$ cat config.mk
export PLATFORM = sky130hd
export DESIGN_NAME = indexed_priority_task_queue_top
export DESIGN_NICKNAME = d
export VERILOG_FILES = /design/src/rtl/iptq_pkg.sv /design/src/rtl/indexed_priority_task_queue_top.sv /design/src/rtl/iptq_ctrl.sv /design/src/rtl/iptq_dp.sv
export SDC_FILE = /design/constraint.sdc
export NUM_CORES = 2
export LEC_CHECK = 0
export BUFFER_PORTS_ARGS = -buffer_cell sky130_fd_sc_hd__buf_2
export CORE_UTILIZATION = 35
export CTS_BUF_LIST = sky130_fd_sc_hd__clkbuf_4 sky130_fd_sc_hd__clkbuf_8 sky130_fd_sc_hd__clkbuf_16
export DETAILED_ROUTE_END_ITERATION = 16
export PLACE_DENSITY_LB_ADDON = 0.12
export SLEW_MARGIN = 10
export SYNTH_ARGS = -nofsm -noshare
export SYNTH_HDL_FRONTEND = slang
export SYNTH_SLANG_ARGS = --single-unit
$ cat constraint.sdc
create_clock -name clk_i -period 9 [get_ports clk_i]
set_input_delay 0.45 -clock clk_i [delete_from_list [all_inputs] [get_ports clk_i]]
set_output_delay 0.45 -clock clk_i [all_outputs]
set_load 0.005 [all_outputs]
$ cat src/rtl/iptq_pkg.sv
package iptq_pkg;

  // Table geometry
  localparam int ENTRIES    = 64;
  localparam int IDX_BITS   = $clog2(ENTRIES);
  localparam int CNT_BITS   = IDX_BITS + 1;
  localparam int TASK_BITS  = 16;
  localparam int OWNER_BITS = 16;
  localparam int PRIO_BITS  = 32;
  localparam int OP_BITS    = 2;
  localparam int STAT_BITS  = 3;

  // Stream payload layout
  localparam int IN_RAW_W   = OP_BITS + TASK_BITS + OWNER_BITS + PRIO_BITS;
  localparam int IN_DATA_W  = ((IN_RAW_W + 7) / 8) * 8;
  localparam int OUT_RAW_W  = STAT_BITS + OWNER_BITS + TASK_BITS;
  localparam int OUT_DATA_W = ((OUT_RAW_W + 7) / 8) * 8;

  // Operation codes
  localparam logic [OP_BITS-1:0] OP_ADD    = 2'd0;
  localparam logic [OP_BITS-1:0] OP_EDIT   = 2'd1;
  localparam logic [OP_BITS-1:0] OP_REMOVE = 2'd2;
  localparam logic [OP_BITS-1:0] OP_EXEC   = 2'd3;

  // Result status codes
  localparam logic [STAT_BITS-1:0] ST_OK        = 3'd0;
  localparam logic [STAT_BITS-1:0] ST_FULL      = 3'd1;
  localparam logic [STAT_BITS-1:0] ST_NOT_FOUND = 3'd2;
  localparam logic [STAT_BITS-1:0] ST_EMPTY     = 3'd3;
  localparam logic [STAT_BITS-1:0] ST_DUPLICATE = 3'd4;

  // Controller to datapath commands
  typedef struct packed {
    logic load;   // capture input item, restart scan
    logic step;   // issue next table read
    logic apply;  // commit table update and load result
  } cmd_t;

  // Datapath to controller status
  typedef struct packed {
    logic scan_done;
    logic out_busy;
  } sts_t;

endpackage

$ cat src/rtl/indexed_priority_task_queue_top.sv
// Indexed priority task queue: holds up to 64 tasks (id, owner, priority).
// Input stream s_axis carries one operation per transfer: add, edit priority,
// remove by id, or execute top (highest priority, ties to the higher id).
// Output stream m_axis returns exactly one result per input transfer with a
// status code and, for a successful execute top, the task's owner and id.
// Each item is accepted, then the slot table is scanned one slot per cycle
// through the registered read port of the slot memories, then the update is
// committed. The next item is accepted in the cycle after commit, so a new
// item is taken only once the previous one has been committed. The single
// memory read per cycle during the scan bounds the throughput.
// Reset clears all slot valid bits and empties the output register; the slot
// contents need no clearing. When the receiver stalls, the result waits in
// the output register; a new item is still accepted and scanned, and only
// its commit waits until the pending result has been transferred.
module indexed_priority_task_queue_top (
  input  logic                            clk_i,
  input  logic                            rst_ni,
  input  logic                            s_axis_tvalid,
  output logic                            s_axis_tready,
  // [1:0] operation, [17:2] task_key, [33:18] owner, [65:34] prio_value
  input  logic [iptq_pkg::IN_DATA_W-1:0]  s_axis_tdata,
  output logic                            m_axis_tvalid,
  input  logic                            m_axis_tready,
  // [2:0] status, [18:3] owner_out, [34:19] task_out
  output logic [iptq_pkg::OUT_DATA_W-1:0] m_axis_tdata
);
  import iptq_pkg::*;

  cmd_t cmd;
  sts_t sts;

  iptq_ctrl u_ctrl (
    .clk_i      (clk_i),
    .rst_ni     (rst_ni),
    .in_valid_i (s_axis_tvalid),
    .in_ready_o (s_axis_tready),
    .sts_i      (sts),
    .cmd_o      (cmd)
  );

  iptq_dp u_dp (
    .clk_i       (clk_i),
    .rst_ni      (rst_ni),
    .cmd_i       (cmd),
    .sts_o       (sts),
    .in_data_i   (s_axis_tdata),
    .out_valid_o (m_axis_tvalid),
    .out_ready_i (m_axis_tready),
    .out_data_o  (m_axis_tdata)
  );

endmodule

$ cat src/rtl/iptq_ctrl.sv
module iptq_ctrl (
  input  logic          clk_i,
  input  logic          rst_ni,
  input  logic          in_valid_i,
  output logic          in_ready_o,
  input  iptq_pkg::sts_t sts_i,
  output iptq_pkg::cmd_t cmd_o
);
  import iptq_pkg::*;

  localparam logic [1:0] S_IDLE  = 2'd0;
  localparam logic [1:0] S_SCAN  = 2'd1;
  localparam logic [1:0] S_APPLY = 2'd2;

  logic [1:0] state_q, state_d;

  assign in_ready_o = (state_q == S_IDLE);

  // Sequence one item: accept, scan the table, commit
  always_comb begin
    state_d = state_q;
    cmd_o   = '0;
    unique case (state_q)
      S_IDLE: begin
        if (in_valid_i) begin
          cmd_o.load = 1'b1;
          state_d    = S_SCAN;
        end
      end
      S_SCAN: begin
        cmd_o.step = 1'b1;
        if (sts_i.scan_done) begin
          state_d = S_APPLY;
        end
      end
      S_APPLY: begin
        if (!sts_i.out_busy) begin
          cmd_o.apply = 1'b1;
          state_d     = S_IDLE;
        end
      end
      default: begin
        state_d = S_IDLE;
      end
    endcase
  end

  always_ff @(posedge clk_i or negedge rst_ni) begin
    if (!rst_ni) begin
      state_q <= S_IDLE;
    end else begin
      state_q <= state_d;
    end
  end

endmodule

$ cat src/rtl/iptq_dp.sv
module iptq_dp (
  input  logic                            clk_i,
  input  logic                            rst_ni,
  input  iptq_pkg::cmd_t                  cmd_i,
  output iptq_pkg::sts_t                  sts_o,
  input  logic [iptq_pkg::IN_DATA_W-1:0]  in_data_i,
  output logic                            out_valid_o,
  input  logic                            out_ready_i,
  output logic [iptq_pkg::OUT_DATA_W-1:0] out_data_o
);
  import iptq_pkg::*;

  // Slot storage
  logic [ENTRIES-1:0]    slot_valid_q;
  logic [TASK_BITS-1:0]  task_mem  [ENTRIES];
  logic [OWNER_BITS-1:0] owner_mem [ENTRIES];
  logic [PRIO_BITS-1:0]  prio_mem  [ENTRIES];

  // Captured input item
  logic [OP_BITS-1:0]    op_q;
  logic [TASK_BITS-1:0]  key_q;
  logic [OWNER_BITS-1:0] usr_q;
  logic [PRIO_BITS-1:0]  pr_q;

  // Scan pipeline
  logic [CNT_BITS-1:0]   cnt_q;
  logic                  pend_q;
  logic [IDX_BITS-1:0]   rd_idx_q;
  logic                  rd_vld_q;
  logic [TASK_BITS-1:0]  rd_task_q;
  logic [OWNER_BITS-1:0] rd_owner_q;
  logic [PRIO_BITS-1:0]  rd_prio_q;

  // Scan results
  logic                  found_q;
  logic [IDX_BITS-1:0]   found_idx_q;
  logic                  free_q;
  logic [IDX_BITS-1:0]   free_idx_q;
  logic                  best_q;
  logic [IDX_BITS-1:0]   best_idx_q;
  logic [TASK_BITS-1:0]  best_task_q;
  logic [OWNER_BITS-1:0] best_owner_q;
  logic [PRIO_BITS-1:0]  best_prio_q;

  // Result register
  logic                  out_vld_q;
  logic [STAT_BITS-1:0]  res_stat_q;
  logic [OWNER_BITS-1:0] res_owner_q;
  logic [TASK_BITS-1:0]  res_task_q;

  logic                  issue;
  logic [IDX_BITS-1:0]   rd_addr;
  logic                  better;

  // Commit decode
  logic                  wr_all;
  logic                  wr_prio;
  logic                  set_vld;
  logic                  clr_vld;
  logic [IDX_BITS-1:0]   wr_idx;
  logic [STAT_BITS-1:0]  stat_d;

  assign issue   = cmd_i.step && (cnt_q != CNT_BITS'(ENTRIES));
  assign rd_addr = cnt_q[IDX_BITS-1:0];
  assign better  = !best_q || ({rd_prio_q, rd_task_q} > {best_prio_q, best_task_q});

  assign sts_o.scan_done = (cnt_q == CNT_BITS'(ENTRIES)) && !pend_q;
  assign sts_o.out_busy  = out_vld_q && !out_ready_i;

  assign out_valid_o = out_vld_q;
  assign out_data_o  = {{(OUT_DATA_W-OUT_RAW_W){1'b0}}, res_task_q, res_owner_q, res_stat_q};

  // Decide the table update and status for the current item
  always_comb begin
    wr_all  = 1'b0;
    wr_prio = 1'b0;
    set_vld = 1'b0;
    clr_vld = 1'b0;
    wr_idx  = found_idx_q;
    stat_d  = ST_OK;
    unique case (op_q)
      OP_ADD: begin
        wr_idx = free_idx_q;
        if (found_q) begin
          stat_d = ST_DUPLICATE;
        end else if (!free_q) begin
          stat_d = ST_FULL;
        end else begin
          wr_all  = 1'b1;
          set_vld = 1'b1;
        end
      end
      OP_EDIT: begin
        if (found_q) begin
          wr_prio = 1'b1;
        end else begin
          stat_d = ST_NOT_FOUND;
        end
      end
      OP_REMOVE: begin
        if (found_q) begin
          clr_vld = 1'b1;
        end else begin
          stat_d = ST_NOT_FOUND;
        end
      end
      OP_EXEC: begin
        wr_idx = best_idx_q;
        if (best_q) begin
          clr_vld = 1'b1;
        end else begin
          stat_d = ST_EMPTY;
        end
      end
      default: begin
        stat_d = ST_OK;
      end
    endcase
  end

  // Slot memories: one write port, one registered read port
  always_ff @(posedge clk_i) begin
    if (cmd_i.apply && wr_all) begin
      task_mem[wr_idx]  <= key_q;
      owner_mem[wr_idx] <= usr_q;
    end
    if (cmd_i.apply && (wr_all || wr_prio)) begin
      prio_mem[wr_idx] <= pr_q;
    end
    if (issue) begin
      rd_task_q  <= task_mem[rd_addr];
      rd_owner_q <= owner_mem[rd_addr];
      rd_prio_q  <= prio_mem[rd_addr];
    end
  end

  // Valid bits
  always_ff @(posedge clk_i or negedge rst_ni) begin
    if (!rst_ni) begin
      slot_valid_q <= '0;
    end else if (cmd_i.apply) begin
      if (set_vld) begin
        slot_valid_q[wr_idx] <= 1'b1;
      end else if (clr_vld) begin
        slot_valid_q[wr_idx] <= 1'b0;
      end
    end
  end

  // Hold the input item
  always_ff @(posedge clk_i) begin
    if (cmd_i.load) begin
      op_q  <= in_data_i[OP_BITS-1:0];
      key_q <= in_data_i[OP_BITS +: TASK_BITS];
      usr_q <= in_data_i[OP_BITS+TASK_BITS +: OWNER_BITS];
      pr_q  <= in_data_i[OP_BITS+TASK_BITS+OWNER_BITS +: PRIO_BITS];
    end
  end

  // Scan control: address counter, compare-stage flag and found, free and best flags
  always_ff @(posedge clk_i or negedge rst_ni) begin
    if (!rst_ni) begin
      cnt_q   <= '0;
      pend_q  <= 1'b0;
      found_q <= 1'b0;
      free_q  <= 1'b0;
      best_q  <= 1'b0;
    end else if (cmd_i.load) begin
      cnt_q   <= '0;
      pend_q  <= 1'b0;
      found_q <= 1'b0;
      free_q  <= 1'b0;
      best_q  <= 1'b0;
    end else begin
      pend_q <= issue;
      if (issue) begin
        cnt_q <= cnt_q + 1'b1;
      end
      if (pend_q) begin
        if (rd_vld_q && (rd_task_q == key_q)) begin
          found_q <= 1'b1;
        end
        if (!rd_vld_q) begin
          free_q <= 1'b1;
        end
        if (rd_vld_q) begin
          best_q <= 1'b1;
        end
      end
    end
  end

  // Scan payload: slot index, match, first free slot, running maximum
  always_ff @(posedge clk_i) begin
    if (issue) begin
      rd_idx_q <= rd_addr;
      rd_vld_q <= slot_valid_q[rd_addr];
    end
    if (pend_q && !cmd_i.load) begin
      if (rd_vld_q && (rd_task_q == key_q)) begin
        found_idx_q <= rd_idx_q;
      end
      if (!rd_vld_q && !free_q) begin
        free_idx_q <= rd_idx_q;
      end
      if (rd_vld_q && better) begin
        best_idx_q   <= rd_idx_q;
        best_task_q  <= rd_task_q;
        best_owner_q <= rd_owner_q;
        best_prio_q  <= rd_prio_q;
      end
    end
  end

  // Output register
  always_ff @(posedge clk_i or negedge rst_ni) begin
    if (!rst_ni) begin
      out_vld_q <= 1'b0;
    end else if (cmd_i.apply) begin
      out_vld_q <= 1'b1;
    end else if (out_ready_i) begin
      out_vld_q <= 1'b0;
    end
  end

  always_ff @(posedge clk_i) begin
    if (cmd_i.apply) begin
      res_stat_q <= stat_d;
      if ((op_q == OP_EXEC) && best_q) begin
        res_owner_q <= best_owner_q;
        res_task_q  <= best_task_q;
      end else begin
        res_owner_q <= '0;
        res_task_q  <= '0;
      end
    end
  end

endmodule

## After elaboration in Yosys (flattened, before gate mapping)

Memory sizes are Yosys's and may differ from the RTL's. A register that Yosys moved wholly into a read port is not among the register bits.
Cells that the tools add are included.

- Bits in registers: 268
- RAM bits: 4096
- Input port bits: 76
- Output and inout port bits: 42
- Memories kept: 3

- $add $sub $neg: 1
- $lt $le $gt $ge: 4
- Eq/ne operators: 12
- Multiplexer cells: 46
- Bitwise logic cells: 3
- Reductions and logical operators: 36

Memories:

| memory | depth | bits a word | rd ports | clocked after memory_dff | wr ports | line | RTL |
|---|---|---|---|---|---|---|---|
| u_dp.prio_mem | 64 | 32 | 1 | 1 | 1 | iptq_dp.sv:17 | `logic [PRIO_BITS-1:0] prio_mem [ENTRIES];` |
| u_dp.owner_mem | 64 | 16 | 1 | 1 | 1 | iptq_dp.sv:16 | `logic [OWNER_BITS-1:0] owner_mem [ENTRIES];` |
| u_dp.task_mem | 64 | 16 | 1 | 1 | 1 | iptq_dp.sv:15 | `logic [TASK_BITS-1:0] task_mem [ENTRIES];` |

Operator list:

| cell | number |
|---|---|
| $mux W64 | 2 |
| $and A64 B64 Y64 | 1 |
| $not A64 Y64 | 1 |
| $or A64 B64 Y64 | 1 |
| $gt A48 B48 Y1 | 1 |
| $mux W1 | 30 |
| $eq A16 B16 Y1 | 1 |
| $lt A6 B7 Y1 const B | 2 |
| $mux W7 | 2 |
| $reduce_and A2 Y1 | 7 |
| $pmux W6 S2 | 1 |
| $reduce_bool A2 Y1 | 6 |
| $logic_and A1 B1 Y1 | 11 |
| $mux W2 | 5 |
| $pmux W3 S3 | 1 |
| $add A7 B1 Y7 const B | 1 |
| $eq A7 B7 Y1 const B | 1 |
| $ne A7 B7 Y1 const B | 1 |
| $bmux W1 S6 | 1 |
| $demux W1 S6 | 1 |
| $eq A2 B2 Y1 const B | 3 |
| $ge A6 B1 Y1 const B | 1 |
| $logic_not A1 Y1 | 6 |
| $ne A2 B2 Y1 const B | 3 |
| 9 further kinds | 12 |

## Depth between registers and ports, before layout

- Word-level depth: 10
- Mapped depth: 13
- Mapped depth without buffers: 8

## Modules after synthesis

A second synthesis with hierarchy kept.

- Cells, all modules: 7235
- Area total of the unflattened synthesis: 168979.6 sq um

Modules (own cells, without submodules):

| module | instances | cells each | area an instance (sq um) | seq. area each (sq um) |
|---|---|---|---|---|
| iptq_dp | 1 | 7225 | 168874.5 | 132527.1 |
| iptq_ctrl | 1 | 10 | 105.1 | 50.0 |

## Least setup slack after synthesis

OpenSTA, ideal clock, no wires.

- Path kind: register to register
- Start: register u_dp.rd_prio_q[11] (read register of u_dp.prio_mem)
- End: register u_dp.best_idx_q[0], enable pin
- Library setup time: 0.498 ns
- Data arrival time: 4.570 ns
- Path slack: 3.932 ns
- Stages on the path, launching flop included: 8
- Clock period less this slack: 5.068 ns
- Path through: edfxtp_1 ha_1 nand4_1 nor4_1 nor3b_1 nor3b_1 a2111oi_0 nor2_1

- Cells in the longest elaborated chain, start to end: 4

Ends and longest elaborated chain:

| element | line | RTL |
|---|---|---|
| from (decl) | iptq_dp.sv:32 | `logic [PRIO_BITS-1:0] rd_prio_q;` |
| $gt A48 B48 Y1 | iptq_dp.sv:65 | `assign better = !best_q \|\| ({rd_prio_q, rd_task_q} > {best_prio_q, best_task_q});` |
| $logic_or A1 B1 Y1 | iptq_dp.sv:65 |  |
| $logic_and A1 B1 Y1 | iptq_dp.sv:206 | `if (rd_vld_q && better) begin` |
| $reduce_and A2 Y1 (no line) | - |  |
| to (signal assigned) | iptq_dp.sv:207 | `best_idx_q <= rd_idx_q;` |
| to (decl) | iptq_dp.sv:40 | `logic [IDX_BITS-1:0] best_idx_q;` |

Every way passes these cells.
A chain may end at the register's enable or synchronous reset.

## Final worst setup path

- Start: register u_dp.rd_prio_q[11] (read register of u_dp.prio_mem)
- End: register u_dp.best_owner_q[7], enable pin

- Cells in the longest elaborated chain, start to end: 4

Ends and longest elaborated chain:

| element | line | RTL |
|---|---|---|
| $gt A48 B48 Y1 | iptq_dp.sv:65 |  |
| $logic_or A1 B1 Y1 | iptq_dp.sv:65 |  |
| $logic_and A1 B1 Y1 | iptq_dp.sv:206 |  |
| $reduce_and A2 Y1 (no line) | - |  |
| to (signal assigned) | iptq_dp.sv:209 | `best_owner_q <= rd_owner_q;` |
| to (decl) | iptq_dp.sv:42 | `logic [OWNER_BITS-1:0] best_owner_q;` |

Every way passes these cells.

==> results.toml <==
[status]
status = "finished clean"

[clock_network]
clk_pin_slew_worst_paths_ps = 60
cts.path.max_buffers = 4
cts_max_level = 5
cts_buffers = 462
cts.sink_count = 4428
cts_root_buf = "clkbuf_16"
worstSkewPairLatency_ps = 1000
cts_setup_buffers = 0
cts_tree = "built"

[setup_path]
cpLargestDelayFamily = "simple AND/OR/NAND/NOR gates"
crit_path_max_incr_delay_ps = 860
critPathBufInv = 2
path_max_fanout = 47
reg2reg_depth = 9
worstSetupEndpointType = "flip-flop"
r2r-start = "u_dp.rd_prio_q[11]$_DFFE_PP_"
slowest_stage = "nor2_4"
crit_chain = "ha_1, nand4_1, nor4_1, nor3b_1, buf_4, nor3b_1, a2111oi_0, nor2_4, buf_4"
arrival_ps = 5260
reg2reg_slack_ps = 4330
worstPathRequired_ps = 9590
crit_path_start_kind = "flip-flop"
regToRegEndpoint = "u_dp.best_owner_q[7]$_DFFE_PP_"
critPathKind = "reg2reg"

[sta]
hold_viol_final = 0
tns_ps = 0
max_clock_freq_mhz = 214
setup_viol = 0
worst_pin_slew_ps = 1210
final_max_slew_viol_count = 0
fin_skew_ps = 42.8
period_minus_slack_ps = 4670
finalCritPeriodShare_pct = 51.9
rsz0062_at_grt = "false"
relSlewSlack_pct = 19.5

[routing]
drt_iter0_drc = 7685
first_pass_iters = 5
route.detailed.drc = 0
wirelength_um = 471000
via_count = 78800
wl_per_cell_um = 32.2
via_per_inst = 5.39
antenna_left = 0

[layout]
seqCellArea_um2 = 133000
fillers = 41700
multi_input_area_um2 = 33600
drive_gt1_share_pct = 28.2
area_growth_pct = 15.6
nNetsFinal = 7964
instances_no_fill = 14600
finish.instance_area_um2 = 193000

[min_path]
min_to = "u_dp.key_q[14]$_DFFE_PP_"
min_path_cells = 2
min_from = "s_axis_tdata[16]"
min_path_type = "in2reg"

[placement]
portBuffers = 106
placed_cell_area_um2 = 177000
dp.cells = 13700
gp_congestion = 0.730
hpwl_um = 244000

[synthesis]
ys_seq_elements = 4428
synth-async-reset-ratio_pct = 1.76
synth_edf_count = 4350
yosysSeqAreaShare_pct = 79.3
synth_ff_type = "edfxtp_1"
synth_cells = 7318
yosysWarnings = 0
synthesis.area_um2 = 167000
syn_area_per_cell_um2 = 22.8
netlist-cell-type-count = 48

[pwr]
ir_drop_uv = 276
power_density_nw_per_um2 = 290
p_leak_nw = 59.8

[grt]
overflow = 0
grt_usage_pct = 19.3
grt_max_degree = 107
grt_pass1_wl_um = 653000
antenna_found_initial = 16
grt_pass1_vias = 83200

[die]
die_y_um = 693
die_area_um2 = 480000
initial_core_util_pct = 35.2
num_rows = 253
die_x_um = 693
coreArea_um2 = 475000
pin_count = 118

[job]
drv_cap = 0
[flip-flops by register name, summed over array words and instances, names as in the netlist, 2 cells and up, named ones only]
register / cells
u_dp.rd_owner_q: 16
u_dp.owner_mem: 1024
u_dp.cnt_q: 7
u_dp.res_task_q: 16
u_dp.free_idx_q: 6
u_dp.key_q: 16
u_dp.res_stat_q: 3
u_dp.rd_idx_q: 6
u_ctrl.state_q: 2
u_dp.best_task_q: 16
u_dp.op_q: 2
u_dp.res_owner_q: 16
u_dp.prio_mem: 2048
u_dp.rd_prio_q: 32
u_dp.found_idx_q: 6
u_dp.best_idx_q: 6
u_dp.task_mem: 1024
u_dp.pr_q: 32
u_dp.best_owner_q: 16
u_dp.usr_q: 16
u_dp.rd_task_q: 16
u_dp.best_prio_q: 32
[cell families (layout without fill, tap and decap cells)]
group	after synthesis	in the layout	share of synthesized area, %
fa+ha+maj	55	55	0.412
xor+xnor	20	20	0.105
other cells	1	21	0.00224
buf+inv	480	1373	1.20
flops	4428	4428	79.3
compound gates	901	901	3.86
simple gates	385	385	1.01
mux	1048	1048	14.1
[layer usage]
layer / global-route usage [%] / part of all wire (%) / vias to the layer above
li1: - / - / 32600
met1: 25.9 / 42 / 43500
met2: 32.8 / 50 / 2113
met3: 2.79 / 5.1 / 607
met4: 5.47 / 2.8 / 4
met5: 0 / 0.0045 / -
[cell usage in the layout (no fill, tap or decap), types with 6 or more instances in the layout]
cell,synthesis,final
dlygate4sd3_1,0,69
and3_1,33,33
clkinv_1,0,124
clkbuf_4,0,105
nand2_1,63,61
mux4_2,1040,1040
ha_1,55,54
xor2_1,7,7
inv_6,0,11
xnor2_1,13,13
nand4_1,13,13
dfrtp_1,78,74
nor2_4,0,130
clkbuf_16,0,470
o21ai_1,6,6
mux2i_1,8,8
bufinv_16,0,44
clkinv_2,0,79
a21oi_1,149,149
inv_1,58,57
nand2b_1,9,8
buf_12,0,24
a22oi_1,263,263
nand3_1,22,16
a221oi_1,129,129
buf_2,118,105
edfxtp_1,4350,4350
o21a_1,6,6
a22o_1,128,128
nor2_1,213,83
clkinvlp_4,0,7
buf_4,8,270
nand3_2,0,6
nor3_1,15,15
o21ai_0,137,137
o221ai_1,62,62
diode_2,0,16
[synthesized netlist by cell type, types with 58 or more instances]
| cell type | number | share of area, % |
|---|---|---|
| a221oi_1 | 129 | 0.68 |
| buf_2 | 118 | 0.35 |
| a22oi_1 | 263 | 1.2 |
| o21ai_0 | 137 | 0.41 |
| mux4_2 | 1040 | 14 |
| o221ai_1 | 62 | 0.33 |
| edfxtp_1 | 4350 | 78 |
| nand2_1 | 63 | 0.14 |
| nor2_1 | 213 | 0.48 |
| clkbuf_1 | 253 | 0.57 |
| a21oi_1 | 149 | 0.45 |
| a22o_1 | 128 | 0.67 |
| dfrtp_1 | 78 | 1.2 |
| inv_1 | 58 | 0.13 |
[report_power, final]
part / internal (mW) / switching (mW)
logic: 5.71 / 8.18
registers: 22.7 / 0.329
clock network: 11.1 / 7.92
[final cells by class]
class / count / area share (%)
Multi-Input combinational cell: 2414 / 17.4
Clock buffer: 575 / 6.50
Inverter: 59 / 0.117
Antenna cell: 16 / 0.0207
Tap cell: 6375 / 4.13
Clock inverter: 271 / 1.25
Sequential cell: 4428 / 68.7
Timing Repair Buffer: 468 / 1.93
[worst max-delay path by stage]
stage / startpoint / end / slack [ps] / cells past startpoint
5_1_grt: u_dp.cnt_q[0]$_DFFE_PN0P_ / u_dp.rd_owner_q[3]$_DFFE_PP_ / 4100 / 7
2_1_floorplan: u_dp.rd_prio_q[11]$_DFFE_PP_ / u_dp.best_idx_q[0]$_DFFE_PP_ / 3930 / 7
6_report: u_dp.rd_prio_q[11]$_DFFE_PP_ / u_dp.best_owner_q[7]$_DFFE_PP_ / 4330 / 9
4_1_cts: u_dp.cnt_q[0]$_DFFE_PN0P_ / u_dp.rd_task_q[4]$_DFFE_PP_ / 4270 / 7
3_5_place_dp: u_dp.cnt_q[0]$_DFFE_PN0P_ / u_dp.rd_task_q[4]$_DFFE_PP_ / 4280 / 7
3_3_place_gp: u_dp.cnt_q[2]$_DFFE_PN0P_ / u_dp.rd_owner_q[4]$_DFFE_PP_ / 4150 / 8
[metrics by stage]
step | worst slack [ps] | power [mW] | hold WS [ps] | utilization (%)
after floorplan | 3930 | 32.4 | 154 | -
after global placement | 4150 | 37.7 | 407 | 37.3
after detailed placement | 4280 | 37.7 | 406 | 37.3
after CTS | 4270 | 56.8 | 56.1 | 40.6
after global routing | 4100 | 57.9 | 102 | 40.6
final | 4330 | 55.9 | 164 | 40.6
[repair_timing]
item / in CTS / in global routing
hold buffers: 69 / 0
hold endpoints to repair: 147 / 0
gates resized for setup: 0 / 0
(Power assumes the default switching activity.)
